[src/rtl/fbpa_pkg.sv]
// ----------------------------------------------------------------------------
// fbpa_pkg
// Shared types, widths and codes of the fixed block pool allocator.
// ----------------------------------------------------------------------------
`default_nettype none

package fbpa_pkg;

  localparam int MAX_BLOCKS = 256;
  localparam int IDX_W      = $clog2(MAX_BLOCKS);
  localparam int CNT_W      = IDX_W + 1;
  localparam int ADDR_W     = 32;
  localparam int SIZE_W     = 16;
  localparam int STRIDE_W   = 16;
  localparam int BIU_W      = 9;
  localparam int LIM_W      = STRIDE_W + IDX_W;
  localparam int CFG_IDX_W  = 2;
  localparam int CFG_DATA_W = 32;

  // register indexes
  localparam logic [CFG_IDX_W-1:0] REG_BLOCK_SIZE    = 2'd0;
  localparam logic [CFG_IDX_W-1:0] REG_BLOCK_STRIDE  = 2'd1;
  localparam logic [CFG_IDX_W-1:0] REG_BASE_ADDRESS  = 2'd2;
  localparam logic [CFG_IDX_W-1:0] REG_BLOCKS_IN_USE = 2'd3;

  // reset values
  localparam logic [SIZE_W-1:0]   RST_BLOCK_SIZE = 16'd64;
  localparam logic [STRIDE_W-1:0] RST_STRIDE     = 16'd64;
  localparam logic [ADDR_W-1:0]   RST_BASE       = 32'd4096;

  localparam logic CMD_ALLOC   = 1'b0;
  localparam logic CMD_RELEASE = 1'b1;

  typedef enum logic [2:0] {
    ST_OK            = 3'd0,
    ST_TOO_LARGE     = 3'd1,
    ST_OUT_OF_BLOCKS = 3'd2,
    ST_NULL_RELEASE  = 3'd3,
    ST_NOT_ALLOCATED = 3'd4
  } status_e;

endpackage

`default_nettype wire

[src/rtl/fbpa_req_if.sv]
// ----------------------------------------------------------------------------
// fbpa_req_if
// Request channel: command, requested size and release address.
// ----------------------------------------------------------------------------
`default_nettype none

interface fbpa_req_if;
  logic                          valid;
  logic                          ready;
  logic                          cmd;
  logic [fbpa_pkg::SIZE_W-1:0]   req_size;
  logic [fbpa_pkg::ADDR_W-1:0]   release_addr;

  modport source (output valid, output cmd, output req_size, output release_addr,
                  input ready);
  modport sink   (input valid, input cmd, input req_size, input release_addr,
                  output ready);
endinterface

`default_nettype wire

[src/rtl/fbpa_rsp_if.sv]
// ----------------------------------------------------------------------------
// fbpa_rsp_if
// Response channel: block address and status.
// ----------------------------------------------------------------------------
`default_nettype none

interface fbpa_rsp_if;
  logic                          valid;
  logic                          ready;
  logic [fbpa_pkg::ADDR_W-1:0]   block_addr;
  fbpa_pkg::status_e             status;

  modport source (output valid, output block_addr, output status, input ready);
  modport sink   (input valid, input block_addr, input status, output ready);
endinterface

`default_nettype wire

[src/rtl/fixed_block_pool_allocator.sv]
// ----------------------------------------------------------------------------
// fixed_block_pool_allocator
// Fixed-size block pool: free ring and allocation map in synchronous memories.
// ----------------------------------------------------------------------------
// Allocate: ring read, index times stride, base add, output register; one request
//   at a time. Release: an 8-step shift/subtract index divider, commit, output;
//   with block_stride zero a scan of the allocation map instead of the divider.
// Rejected requests (too large, empty ring, null release) go straight to output.
// Reset (async, low) and a blocks_in_use write start a clear of the whole
//   allocation map with input held off; the free ring relies on a fill count.
// ----------------------------------------------------------------------------
`default_nettype none

module fixed_block_pool_allocator (
  input  wire logic                             clk_i,
  input  wire logic                             rst_ni,
  fbpa_req_if.sink                              req_i,
  fbpa_rsp_if.source                            rsp_o,
  input  wire logic                             cfg_we_i,
  input  wire logic [fbpa_pkg::CFG_IDX_W-1:0]   cfg_idx_i,
  input  wire logic [fbpa_pkg::CFG_DATA_W-1:0]  cfg_data_i
);

  localparam int IDX_W  = fbpa_pkg::IDX_W;
  localparam int CNT_W  = fbpa_pkg::CNT_W;
  localparam int ADDR_W = fbpa_pkg::ADDR_W;
  localparam int LIM_W  = fbpa_pkg::LIM_W;

  // sequencer codes
  localparam logic [2:0] S_IDLE  = 3'd0;  // waits for a request transfer
  localparam logic [2:0] S_RD    = 3'd1;  // ring read data is back
  localparam logic [2:0] S_ADD   = 3'd2;  // base plus product
  localparam logic [2:0] S_DIV   = 3'd3;  // one quotient bit per cycle
  localparam logic [2:0] S_SCAN  = 3'd4;  // zero stride: lowest allocated index
  localparam logic [2:0] S_CHECK = 3'd5;  // release commit
  localparam logic [2:0] S_OUT   = 3'd6;  // hand result to output register
  localparam logic [2:0] S_CLR   = 3'd7;  // clearing pass over the allocation map

  // --------------------------------------------------------------------------
  // Registers
  // --------------------------------------------------------------------------
  logic [2:0]                      state_q, state_d;

  logic [fbpa_pkg::SIZE_W-1:0]     bsize_q, bsize_d;
  logic [fbpa_pkg::STRIDE_W-1:0]   stride_q, stride_d;
  logic [ADDR_W-1:0]               base_q, base_d;

  // ring bookkeeping; ring_n_q is the saturated pool size of the last rebuild
  logic [IDX_W-1:0]                head_q, head_d;
  logic [IDX_W-1:0]                tail_q, tail_d;
  logic [CNT_W-1:0]                count_q, count_d;
  logic [CNT_W-1:0]                ring_n_q, ring_n_d;
  // ring entries written since rebuild, counted from position ring_n
  logic [CNT_W-1:0]                wcnt_q, wcnt_d;
  // allocation map entry being cleared
  logic [IDX_W-1:0]                clr_q, clr_d;

  // work registers
  logic [LIM_W-1:0]                rem_q, rem_d;
  logic [LIM_W-1:0]                dsr_q, dsr_d;
  logic [IDX_W-1:0]                quo_q, quo_d;
  logic [LIM_W-1:0]                prod_q, prod_d;
  logic [ADDR_W-1:0]               res_addr_q, res_addr_d;
  fbpa_pkg::status_e               res_status_q, res_status_d;

  // output register
  logic                            out_valid_q, out_valid_d;
  logic [ADDR_W-1:0]               out_addr_q, out_addr_d;
  fbpa_pkg::status_e               out_status_q, out_status_d;

  // free ring memory
  logic [IDX_W-1:0]                ring_mem [fbpa_pkg::MAX_BLOCKS];
  logic [IDX_W-1:0]                rd_data_q;
  logic                            mem_re;
  logic                            mem_we;

  // allocation map memory; read address is always quo_d
  logic                            map_mem [fbpa_pkg::MAX_BLOCKS];
  logic                            map_rd_q;
  logic                            map_re;
  logic                            map_we;
  logic [IDX_W-1:0]                map_waddr;
  logic                            map_wdata;

  // --------------------------------------------------------------------------
  // Combinational helpers
  // --------------------------------------------------------------------------
  logic                            in_xfer;
  logic [ADDR_W-1:0]               off;
  logic [LIM_W-1:0]                lim;
  logic                            head_written;
  logic [IDX_W-1:0]                head_rel;
  logic [IDX_W-1:0]                alloc_idx;
  logic                            rel_ok;
  logic [CNT_W-1:0]                new_n;

  assign req_i.ready = (state_q == S_IDLE);
  assign in_xfer     = req_i.valid && req_i.ready;

  assign off = req_i.release_addr - base_q;
  // 256 * stride: first offset from base past the 256-block range
  assign lim = {stride_q, {IDX_W{1'b0}}};

  // A ring position not yet rewritten since rebuild is read as its own
  // index. Only positions below ring_n are ever read in that condition.
  assign head_rel     = head_q - ring_n_q[IDX_W-1:0];
  assign head_written = ({1'b0, head_rel} < wcnt_q);
  assign alloc_idx    = head_written ? rd_data_q : head_q;

  assign rel_ok = (rem_q == '0) && map_rd_q &&
                  (count_q < CNT_W'(fbpa_pkg::MAX_BLOCKS));

  assign new_n = (32'(cfg_data_i[fbpa_pkg::BIU_W-1:0]) > 32'(fbpa_pkg::MAX_BLOCKS)) ?
                 CNT_W'(fbpa_pkg::MAX_BLOCKS) :
                 CNT_W'(cfg_data_i[fbpa_pkg::BIU_W-1:0]);

  always_comb begin
    state_d      = state_q;
    bsize_d      = bsize_q;
    stride_d     = stride_q;
    base_d       = base_q;
    head_d       = head_q;
    tail_d       = tail_q;
    count_d      = count_q;
    ring_n_d     = ring_n_q;
    wcnt_d       = wcnt_q;
    clr_d        = clr_q;
    rem_d        = rem_q;
    dsr_d        = dsr_q;
    quo_d        = quo_q;
    prod_d       = prod_q;
    res_addr_d   = res_addr_q;
    res_status_d = res_status_q;
    out_valid_d  = out_valid_q && !rsp_o.ready;
    out_addr_d   = out_addr_q;
    out_status_d = out_status_q;
    mem_re       = 1'b0;
    mem_we       = 1'b0;
    map_re       = 1'b0;
    map_we       = 1'b0;
    map_waddr    = quo_q;
    map_wdata    = 1'b0;

    unique case (state_q)
      S_IDLE: begin
        if (in_xfer) begin
          res_addr_d = '0;
          quo_d      = '0;
          state_d    = S_OUT;
          if (req_i.cmd == fbpa_pkg::CMD_ALLOC) begin
            if (req_i.req_size > bsize_q) begin
              res_status_d = fbpa_pkg::ST_TOO_LARGE;
            end else if (count_q == '0) begin
              res_status_d = fbpa_pkg::ST_OUT_OF_BLOCKS;
            end else begin
              mem_re  = 1'b1;
              state_d = S_RD;
            end
          end else begin
            if (req_i.release_addr == '0) begin
              res_status_d = fbpa_pkg::ST_NULL_RELEASE;
            end else if (stride_q == '0) begin
              // every block sits at base: release the lowest allocated one
              rem_d = '0;
              if (off == '0) begin
                map_re  = 1'b1;
                state_d = S_SCAN;
              end else begin
                res_status_d = fbpa_pkg::ST_NOT_ALLOCATED;
              end
            end else if (off >= ADDR_W'(lim)) begin
              res_status_d = fbpa_pkg::ST_NOT_ALLOCATED;
            end else begin
              // offset below 256 * stride: the match, if any, is unique
              rem_d   = off[LIM_W-1:0];
              dsr_d   = LIM_W'(stride_q) << (IDX_W - 1);
              state_d = S_DIV;
            end
          end
        end
      end

      S_RD: begin
        map_we    = 1'b1;
        map_waddr = alloc_idx;
        map_wdata = 1'b1;
        head_d    = head_q + 1'b1;
        count_d   = count_q - 1'b1;
        prod_d    = LIM_W'(LIM_W'(alloc_idx) * LIM_W'(stride_q));
        state_d   = S_ADD;
      end

      S_ADD: begin
        res_addr_d   = base_q + ADDR_W'(prod_q);
        res_status_d = fbpa_pkg::ST_OK;
        state_d      = S_OUT;
      end

      S_DIV: begin
        if (rem_q >= dsr_q) begin
          rem_d = rem_q - dsr_q;
          quo_d = {quo_q[IDX_W-2:0], 1'b1};
        end else begin
          quo_d = {quo_q[IDX_W-2:0], 1'b0};
        end
        dsr_d = dsr_q >> 1;
        if (dsr_q == LIM_W'(stride_q)) begin
          // last quotient bit: fetch the map entry of the final index
          map_re  = 1'b1;
          state_d = S_CHECK;
        end
      end

      S_SCAN: begin
        // map data trails quo by one read; a hit keeps the read port idle so
        // the data is still there for the commit
        if (map_rd_q) begin
          state_d = S_CHECK;
        end else if (quo_q == IDX_W'(fbpa_pkg::MAX_BLOCKS - 1)) begin
          res_status_d = fbpa_pkg::ST_NOT_ALLOCATED;
          state_d      = S_OUT;
        end else begin
          quo_d  = quo_q + 1'b1;
          map_re = 1'b1;
        end
      end

      S_CHECK: begin
        if (rel_ok) begin
          mem_we    = 1'b1;
          map_we    = 1'b1;
          map_waddr = quo_q;
          map_wdata = 1'b0;
          tail_d    = tail_q + 1'b1;
          count_d   = count_q + 1'b1;
          if (wcnt_q != CNT_W'(fbpa_pkg::MAX_BLOCKS)) begin
            wcnt_d = wcnt_q + 1'b1;
          end
          res_status_d = fbpa_pkg::ST_OK;
        end else begin
          res_status_d = fbpa_pkg::ST_NOT_ALLOCATED;
        end
        state_d = S_OUT;
      end

      S_OUT: begin
        if (!out_valid_q || rsp_o.ready) begin
          out_valid_d  = 1'b1;
          out_addr_d   = res_addr_q;
          out_status_d = res_status_q;
          state_d      = S_IDLE;
        end
      end

      S_CLR: begin
        map_we    = 1'b1;
        map_waddr = clr_q;
        map_wdata = 1'b0;
        clr_d     = clr_q + 1'b1;
        if (clr_q == IDX_W'(fbpa_pkg::MAX_BLOCKS - 1)) begin
          state_d = S_IDLE;
        end
      end

      default: begin
        state_d = S_IDLE;
      end
    endcase

    // configuration writes must arrive only while idle; the block does not enforce it
    if (cfg_we_i) begin
      unique case (cfg_idx_i)
        fbpa_pkg::REG_BLOCK_SIZE:   bsize_d  = cfg_data_i[fbpa_pkg::SIZE_W-1:0];
        fbpa_pkg::REG_BLOCK_STRIDE: stride_d = cfg_data_i[fbpa_pkg::STRIDE_W-1:0];
        fbpa_pkg::REG_BASE_ADDRESS: base_d   = cfg_data_i[ADDR_W-1:0];
        fbpa_pkg::REG_BLOCKS_IN_USE: begin
          ring_n_d = new_n;
          head_d   = '0;
          tail_d   = new_n[IDX_W-1:0];
          count_d  = new_n;
          wcnt_d   = '0;
          clr_d    = '0;
          state_d  = S_CLR;
        end
        default: begin
        end
      endcase
    end
  end

  always_ff @(posedge clk_i or negedge rst_ni) begin
    if (!rst_ni) begin
      state_q      <= S_CLR;
      bsize_q      <= fbpa_pkg::RST_BLOCK_SIZE;
      stride_q     <= fbpa_pkg::RST_STRIDE;
      base_q       <= fbpa_pkg::RST_BASE;
      head_q       <= '0;
      tail_q       <= '0;
      count_q      <= CNT_W'(fbpa_pkg::MAX_BLOCKS);
      ring_n_q     <= CNT_W'(fbpa_pkg::MAX_BLOCKS);
      wcnt_q       <= '0;
      clr_q        <= '0;
      out_valid_q  <= 1'b0;
    end else begin
      state_q      <= state_d;
      bsize_q      <= bsize_d;
      stride_q     <= stride_d;
      base_q       <= base_d;
      head_q       <= head_d;
      tail_q       <= tail_d;
      count_q      <= count_d;
      ring_n_q     <= ring_n_d;
      wcnt_q       <= wcnt_d;
      clr_q        <= clr_d;
      out_valid_q  <= out_valid_d;
    end
  end

  // payload registers
  always_ff @(posedge clk_i) begin
    rem_q        <= rem_d;
    dsr_q        <= dsr_d;
    quo_q        <= quo_d;
    prod_q       <= prod_d;
    res_addr_q   <= res_addr_d;
    res_status_q <= res_status_d;
    out_addr_q   <= out_addr_d;
    out_status_q <= out_status_d;
  end

  // free ring: one write port at the tail, one read port at the head
  always_ff @(posedge clk_i) begin
    if (mem_we) begin
      ring_mem[tail_q] <= quo_q;
    end
    if (mem_re) begin
      rd_data_q <= ring_mem[head_q];
    end
  end

  // allocation map: one write port, one read port
  always_ff @(posedge clk_i) begin
    if (map_we) begin
      map_mem[map_waddr] <= map_wdata;
    end
    if (map_re) begin
      map_rd_q <= map_mem[quo_d];
    end
  end

  assign rsp_o.valid      = out_valid_q;
  assign rsp_o.block_addr = out_addr_q;
  assign rsp_o.status     = out_status_q;

  // --------------------------------------------------------------------------
  // Assertions
  // --------------------------------------------------------------------------
  // free count never exceeds the pool size of the last rebuild
  a_conserve: assert property (@(posedge clk_i) disable iff (!rst_ni)
    count_q <= ring_n_q)
    else $error("free count above pool size");

  // a failed result never carries an address
  a_fail_addr: assert property (@(posedge clk_i) disable iff (!rst_ni)
    (state_q == S_OUT && res_status_q != fbpa_pkg::ST_OK) |-> (res_addr_q == '0))
    else $error("non-ok result with nonzero address");

  // a release commits only on a block marked allocated
  a_rel_alloc: assert property (@(posedge clk_i) disable iff (!rst_ni)
    mem_we |-> map_rd_q)
    else $error("release of a block not marked allocated");

  // fill count never passes the ring depth
  a_wcnt: assert property (@(posedge clk_i) disable iff (!rst_ni)
    wcnt_q <= CNT_W'(fbpa_pkg::MAX_BLOCKS))
    else $error("ring fill count overflow");

endmodule

`default_nettype wire
[src/flat_wrapper.sv]
// flat-port wrapper written by rule: the top's interface ports become plain ports
module fixed_block_pool_allocator_flat 
  (clk_i, rst_ni, cfg_we_i, cfg_idx_i, cfg_data_i, req_i_valid, req_i_cmd, req_i_req_size, req_i_release_addr, req_i_ready, rsp_o_valid, rsp_o_block_addr, rsp_o_status, rsp_o_ready);
  fbpa_req_if req_i_i ();
  fbpa_rsp_if rsp_o_i ();
  input  wire logic clk_i;
  input  wire logic rst_ni;
  input  wire logic cfg_we_i;
  input  wire logic [fbpa_pkg::CFG_IDX_W-1:0] cfg_idx_i;
  input  wire logic [fbpa_pkg::CFG_DATA_W-1:0] cfg_data_i;
  input wire logic [$bits(req_i_i.valid)-1:0] req_i_valid;
  input wire logic [$bits(req_i_i.cmd)-1:0] req_i_cmd;
  input wire logic [$bits(req_i_i.req_size)-1:0] req_i_req_size;
  input wire logic [$bits(req_i_i.release_addr)-1:0] req_i_release_addr;
  output wire logic [$bits(req_i_i.ready)-1:0] req_i_ready;
  output wire logic [$bits(rsp_o_i.valid)-1:0] rsp_o_valid;
  output wire logic [$bits(rsp_o_i.block_addr)-1:0] rsp_o_block_addr;
  output wire logic [$bits(rsp_o_i.status)-1:0] rsp_o_status;
  input wire logic [$bits(rsp_o_i.ready)-1:0] rsp_o_ready;
  assign req_i_i.valid = req_i_valid;
  assign req_i_i.cmd = req_i_cmd;
  assign req_i_i.req_size = req_i_req_size;
  assign req_i_i.release_addr = req_i_release_addr;
  assign req_i_ready = req_i_i.ready;
  assign rsp_o_valid = rsp_o_i.valid;
  assign rsp_o_block_addr = rsp_o_i.block_addr;
  assign rsp_o_status = rsp_o_i.status;
  assign rsp_o_i.ready = rsp_o_ready;
  fixed_block_pool_allocator u_core (.clk_i(clk_i), .rst_ni(rst_ni), .req_i(req_i_i), .rsp_o(rsp_o_i), .cfg_we_i(cfg_we_i), .cfg_idx_i(cfg_idx_i), .cfg_data_i(cfg_data_i));
endmodule
[config.mk]
export PLATFORM = sky130hd
export DESIGN_NAME = fixed_block_pool_allocator_flat
export DESIGN_NICKNAME = d
export VERILOG_FILES = /design/src/rtl/fbpa_pkg.sv /design/src/rtl/fbpa_req_if.sv /design/src/rtl/fbpa_rsp_if.sv /design/src/rtl/fixed_block_pool_allocator.sv /design/src/flat_wrapper.sv
export SDC_FILE = /design/constraint.sdc
export NUM_CORES = 2
export LEC_CHECK = 0
export BUFFER_PORTS_ARGS = -buffer_cell sky130_fd_sc_hd__buf_2
export CAP_MARGIN = 40
export CORE_MARGIN = 10
export CORE_UTILIZATION = 63
export CTS_CLUSTER_DIAMETER = 200
export CTS_CLUSTER_SIZE = 20
export DETAILED_ROUTE_END_ITERATION = 8
export PLACE_DENSITY = 0.83
export SYNTH_ARGS = -nofsm -noshare
export SYNTH_HDL_FRONTEND = slang
export SYNTH_SLANG_ARGS = --single-unit
[constraint.sdc]
create_clock -name clk_i -period 11.25 [get_ports clk_i]
set_clock_uncertainty 0.15 [all_clocks]
set_input_delay 0.5625 -clock clk_i [delete_from_list [all_inputs] [get_ports clk_i]]
set_output_delay 0.5625 -clock clk_i [all_outputs]
set_load 0.01 [all_outputs]
==> impl_metrics.py <==
metrics = {
    "die": {
        "core_sq_um": 176000,
        "floorplan.initialDensity_pct": 63.2,
        "die_y_microns": 440,
        "die_width_microns": 440,
        "design.portCount": 125,
        "dieArea_sq_um": 194000,
        "floorplan.rows": 154,
    },
    "placement": {
        "port-buffer-count": 124,
        "dp_hpwl_mm": 177,
        "place_congestion": 0.908,
        "dp_worst_setup_slack_ns": 1.06,
    },
    "yosys": {
        "synth-adder-area-share_pct": 3.62,
        "synth-simple-area-share_pct": 5.79,
        "ys_top_cells_by_area": "edfxtp_1, mux4_2, nor2_1",
        "synthDistinctLibCells": 82,
        "synth_edf_count": 2454,
        "synth-seq-area-share_pct": 69.1,
        "synthCells": 6384,
        "synth-async-reset-ratio_pct": 4.57,
        "synthTopCellsByCount": "edfxtp_1, nor2_1, mux4_2",
        "syn_area_per_cell_sq_um": 17.4,
        "synthXorXnorAreaFrac_pct": 1.04,
        "main_combinational_cell_family_by_area_after_synthesis": "multiplexers",
        "synth-seq-cells": 2580,
        "synth_warnings": 0,
        "synthesis.nets": 6741,
        "yosys.cell_count.top_type": "edfxtp_1",
        "synthMuxAreaShare_pct": 15.2,
        "synth.largest_area_cell": "edfxtp_1",
        "yosys_most_used_dff": "edfxtp_1",
        "synth-compound-area-share_pct": 3.18,
        "netlist_area_before_placement_sq_um": 111000,
        "netlist.area_leader.share_pct": 66.3,
    },
    "critical_path": {
        "critical_path.reg2reg.endpoint": "u_core.prod_q[23]",
        "critical_path_max_stage_delay_ns": 0.80,
        "critPathCaptureType": "register",
        "worst_path_max_delay_cell": "dfrtp_4",
        "crit_buf_inv": 6,
        "reg2reg_slack_ns": 0.96,
        "crit_fanout": 26,
        "ff2ff_path_depth": 34,
        "arrival_ns": 10.75,
        "startpoint_class_of_the_critical_path": "register",
        "cpMostUsedCell": "o21a_1",
        "r2r-start": "u_core.head_q[0]",
        "critical_path_class": "register to register",
        "timing.critical_path.max_delay_family": "compound AO/OA/AOI/OAI gates",
        "cp_data_required_time_ns": 11.71,
    },
    "global_routing": {
        "grt_usage_pct": 30.3,
        "grt_pass1_wl_mm": 430,
        "grt_pass1_vias": 62500,
        "grt_remaining_overflow": 0,
        "maximum_number_of_pins_on_one_net_before_global_route_repair": 221,
        "antenna_found_initial": 19,
    },
    "detailed_routing": {
        "drt.antenna.violating_nets": 0,
        "route.vias.total": 62800,
        "wl_per_cell_microns": 32.9,
        "via_per_instance_ratio": 7.05,
        "dr.pass1.iters": 9,
        "detail_route.wirelength_mm": 293,
        "drtIter0Drc": 8983,
        "drt_drc_violations_left": 0,
    },
    "clock_tree": {
        "clock-sinks": 2580,
        "clk_root_buffer_cell": "clkbuf_16",
        "cts_hold_repair.buffers": 35,
        "max-clock-path-buffers": 3,
        "worst_skew_pair.late_latency_ns": 0.85,
        "cts_inserted_buffers": 146,
        "ctsHtreeMaxLevel": 4,
        "worst_setup_hold_path_clk_slew_ns": 0.09,
        "post_cts_resize_count": 0,
        "cts.repair_timing.setup_buffer_count": 0,
        "tritoncts": "yes",
    },
    "pwr": {
        "power.density_nw_per_um2": 216,
        "finalPower_mw": 25.8,
        "peak_supply_drop_uv": 204,
        "power_leakage_nw": 39.2,
    },
    "worst_hold_path": {
        "worstHoldPathType": "primary input to asynchronous set/reset pin",
    },
    "timing": {
        "maxSlewViolCount": 0,
        "setup_slack_ns": 0.959,
        "fin_tns_setup_ns": 0,
        "timing.final.crit_period_ns": 10.29,
        "worstMarginPinSlew_ns": 1.14,
        "setup_viol": 0,
        "worst_slew_margin_rel_pct": 24.2,
        "grt_setup_unrepaired": "false",
        "fmax_mhz": 97.2,
        "finalCritPeriodShare_pct": 91.5,
        "hold_viol": 0,
    },
    "outcome": {
        "outcome": "finished clean",
    },
    "job": {
        "max_cap_viol_count": 0,
    },
    "cells_and_area": {
        "nets": 6856,
        "final_layout_size_suffix_gt1_share_pct": 18.8,
        "area_delta_synth_final_pct": 7.73,
    },
}
## where the power goes
| part | switching [mW] | internal, mW |
|---|---|---|
| combinational | 5.02 | 3.15 |
| sequential | 0.434 | 11.7 |
| clock | 3.01 | 2.47 |
| total | 8.47 | 17.3 |
## worst register-to-register path, delay by kind of cell (launching register included)
family / cells / cell delay [ns]
buffers and inverters: 6 / 0.64
AND/OR/NAND/NOR: 3 / 1.06
AO/OA/AOI/OAI: 16 / 3.51
multiplexers: 1 / 0.69
flip-flops: 1 / 0.80
adder cells (fa/ha/maj): 8 / 3.22
## layer usage
metal  track usage, %  wire length [microns]
met5                0                    108
met4             15.0                  17500
met3             5.93                  31300
met2             48.6                 142000
met1             40.1                 102000
## final cells by class
| type | count | area (sq um) |
|---|---|---|
| clock inverters | 8 | 129 |
| clock buffers | 184 | 3920 |
| repair buffers | 293 | 2670 |
| diodes | 15 | 37.5 |
| flip-flops and latches | 2580 | 76900 |
| fillers | 10600 | 56000 |
| inverters | 260 | 981 |
| well taps | 2340 | 2930 |
| multi-input cells | 3218 | 32200 |
## worst max-delay path by stage
stage | slack, ns | cells after the start | startpoint | to
4_1_cts | 0.96 | 34 | u_core.head_q[0] | u_core.prod_q[23]
2_1_floorplan | 1.85 | 38 | u_core.head_q[0] | u_core.prod_q[23]
6_report | 0.96 | 34 | u_core.head_q[0] | u_core.prod_q[23]
3_5_place_dp | 1.06 | 34 | u_core.head_q[0] | u_core.prod_q[23]
3_3_place_gp | 1.09 | 30 | u_core.head_q[1] | u_core.prod_q[23]
5_1_grt | 0.39 | 34 | u_core.head_q[0] | u_core.prod_q[23]
## sequential cells by signal, summed over array words and instances (netlist names)
signal / count
u_core.base_q: 32
u_core.bsize_q: 16
u_core.clr_q: 8
u_core.count_q: 9
u_core.dsr_q: 23
u_core.head_q: 8
u_core.map_mem: 256
u_core.map_rd_q: 1
u_core.prod_q: 24
u_core.quo_q: 8
u_core.rd_data_q: 8
u_core.rem_q: 24
u_core.res_addr_q: 32
u_core.res_status_q: 3
u_core.ring_mem: 2048
u_core.ring_n_q: 8
u_core.rsp_o.block_addr: 32
u_core.rsp_o.status: 3
u_core.rsp_o.valid: 1
u_core.state_q: 3
u_core.stride_q: 16
u_core.tail_q: 8
u_core.wcnt_q: 9
## kinds of logic (layout without fill, tap and decap cells)
family / Yosys count / count (layout)
compound gates: 532 / 532
xor+xnor: 132 / 132
fa+ha+maj: 269 / 269
buf+inv: 586 / 745
flops: 2580 / 2580
mux: 833 / 833
other cells: 0 / 15
simple gates: 1452 / 1452
## through the flow
step / cells / area (sq um) / util, % / hold WS (ns)
3_3_place_gp: 8602 / 114000 / 65.0 / 0.253
3_5_place_dp: 8650 / 115000 / 65.5 / 0.255
5_1_grt: 8890 / 120000 / 68.1 / 0.0901
2_1_floorplan: 6384 / 111000 / - / 0.117
4_1_cts: 8877 / 120000 / 68.1 / 0.0302
6_report: 8898 / 120000 / 68.1 / 0.0758
## cell usage in the layout, fill, tap and decap left out, drive strengths merged, types with 37 or more instances in the layout
cell type	n
a21o	46
a21oi	108
and3	37
buf	258
clkbuf	184
dfrtp	111
edfxtp	2454
fa	88
ha	181
inv	252
mux2	56
mux2i	96
mux4	681
nand2	289
nand3	76
nand4	41
nor2	764
nor3	48
nor4	37
o21ai	147
xnor2	71
xor2	61
Power figures use the tool's default switching activity.
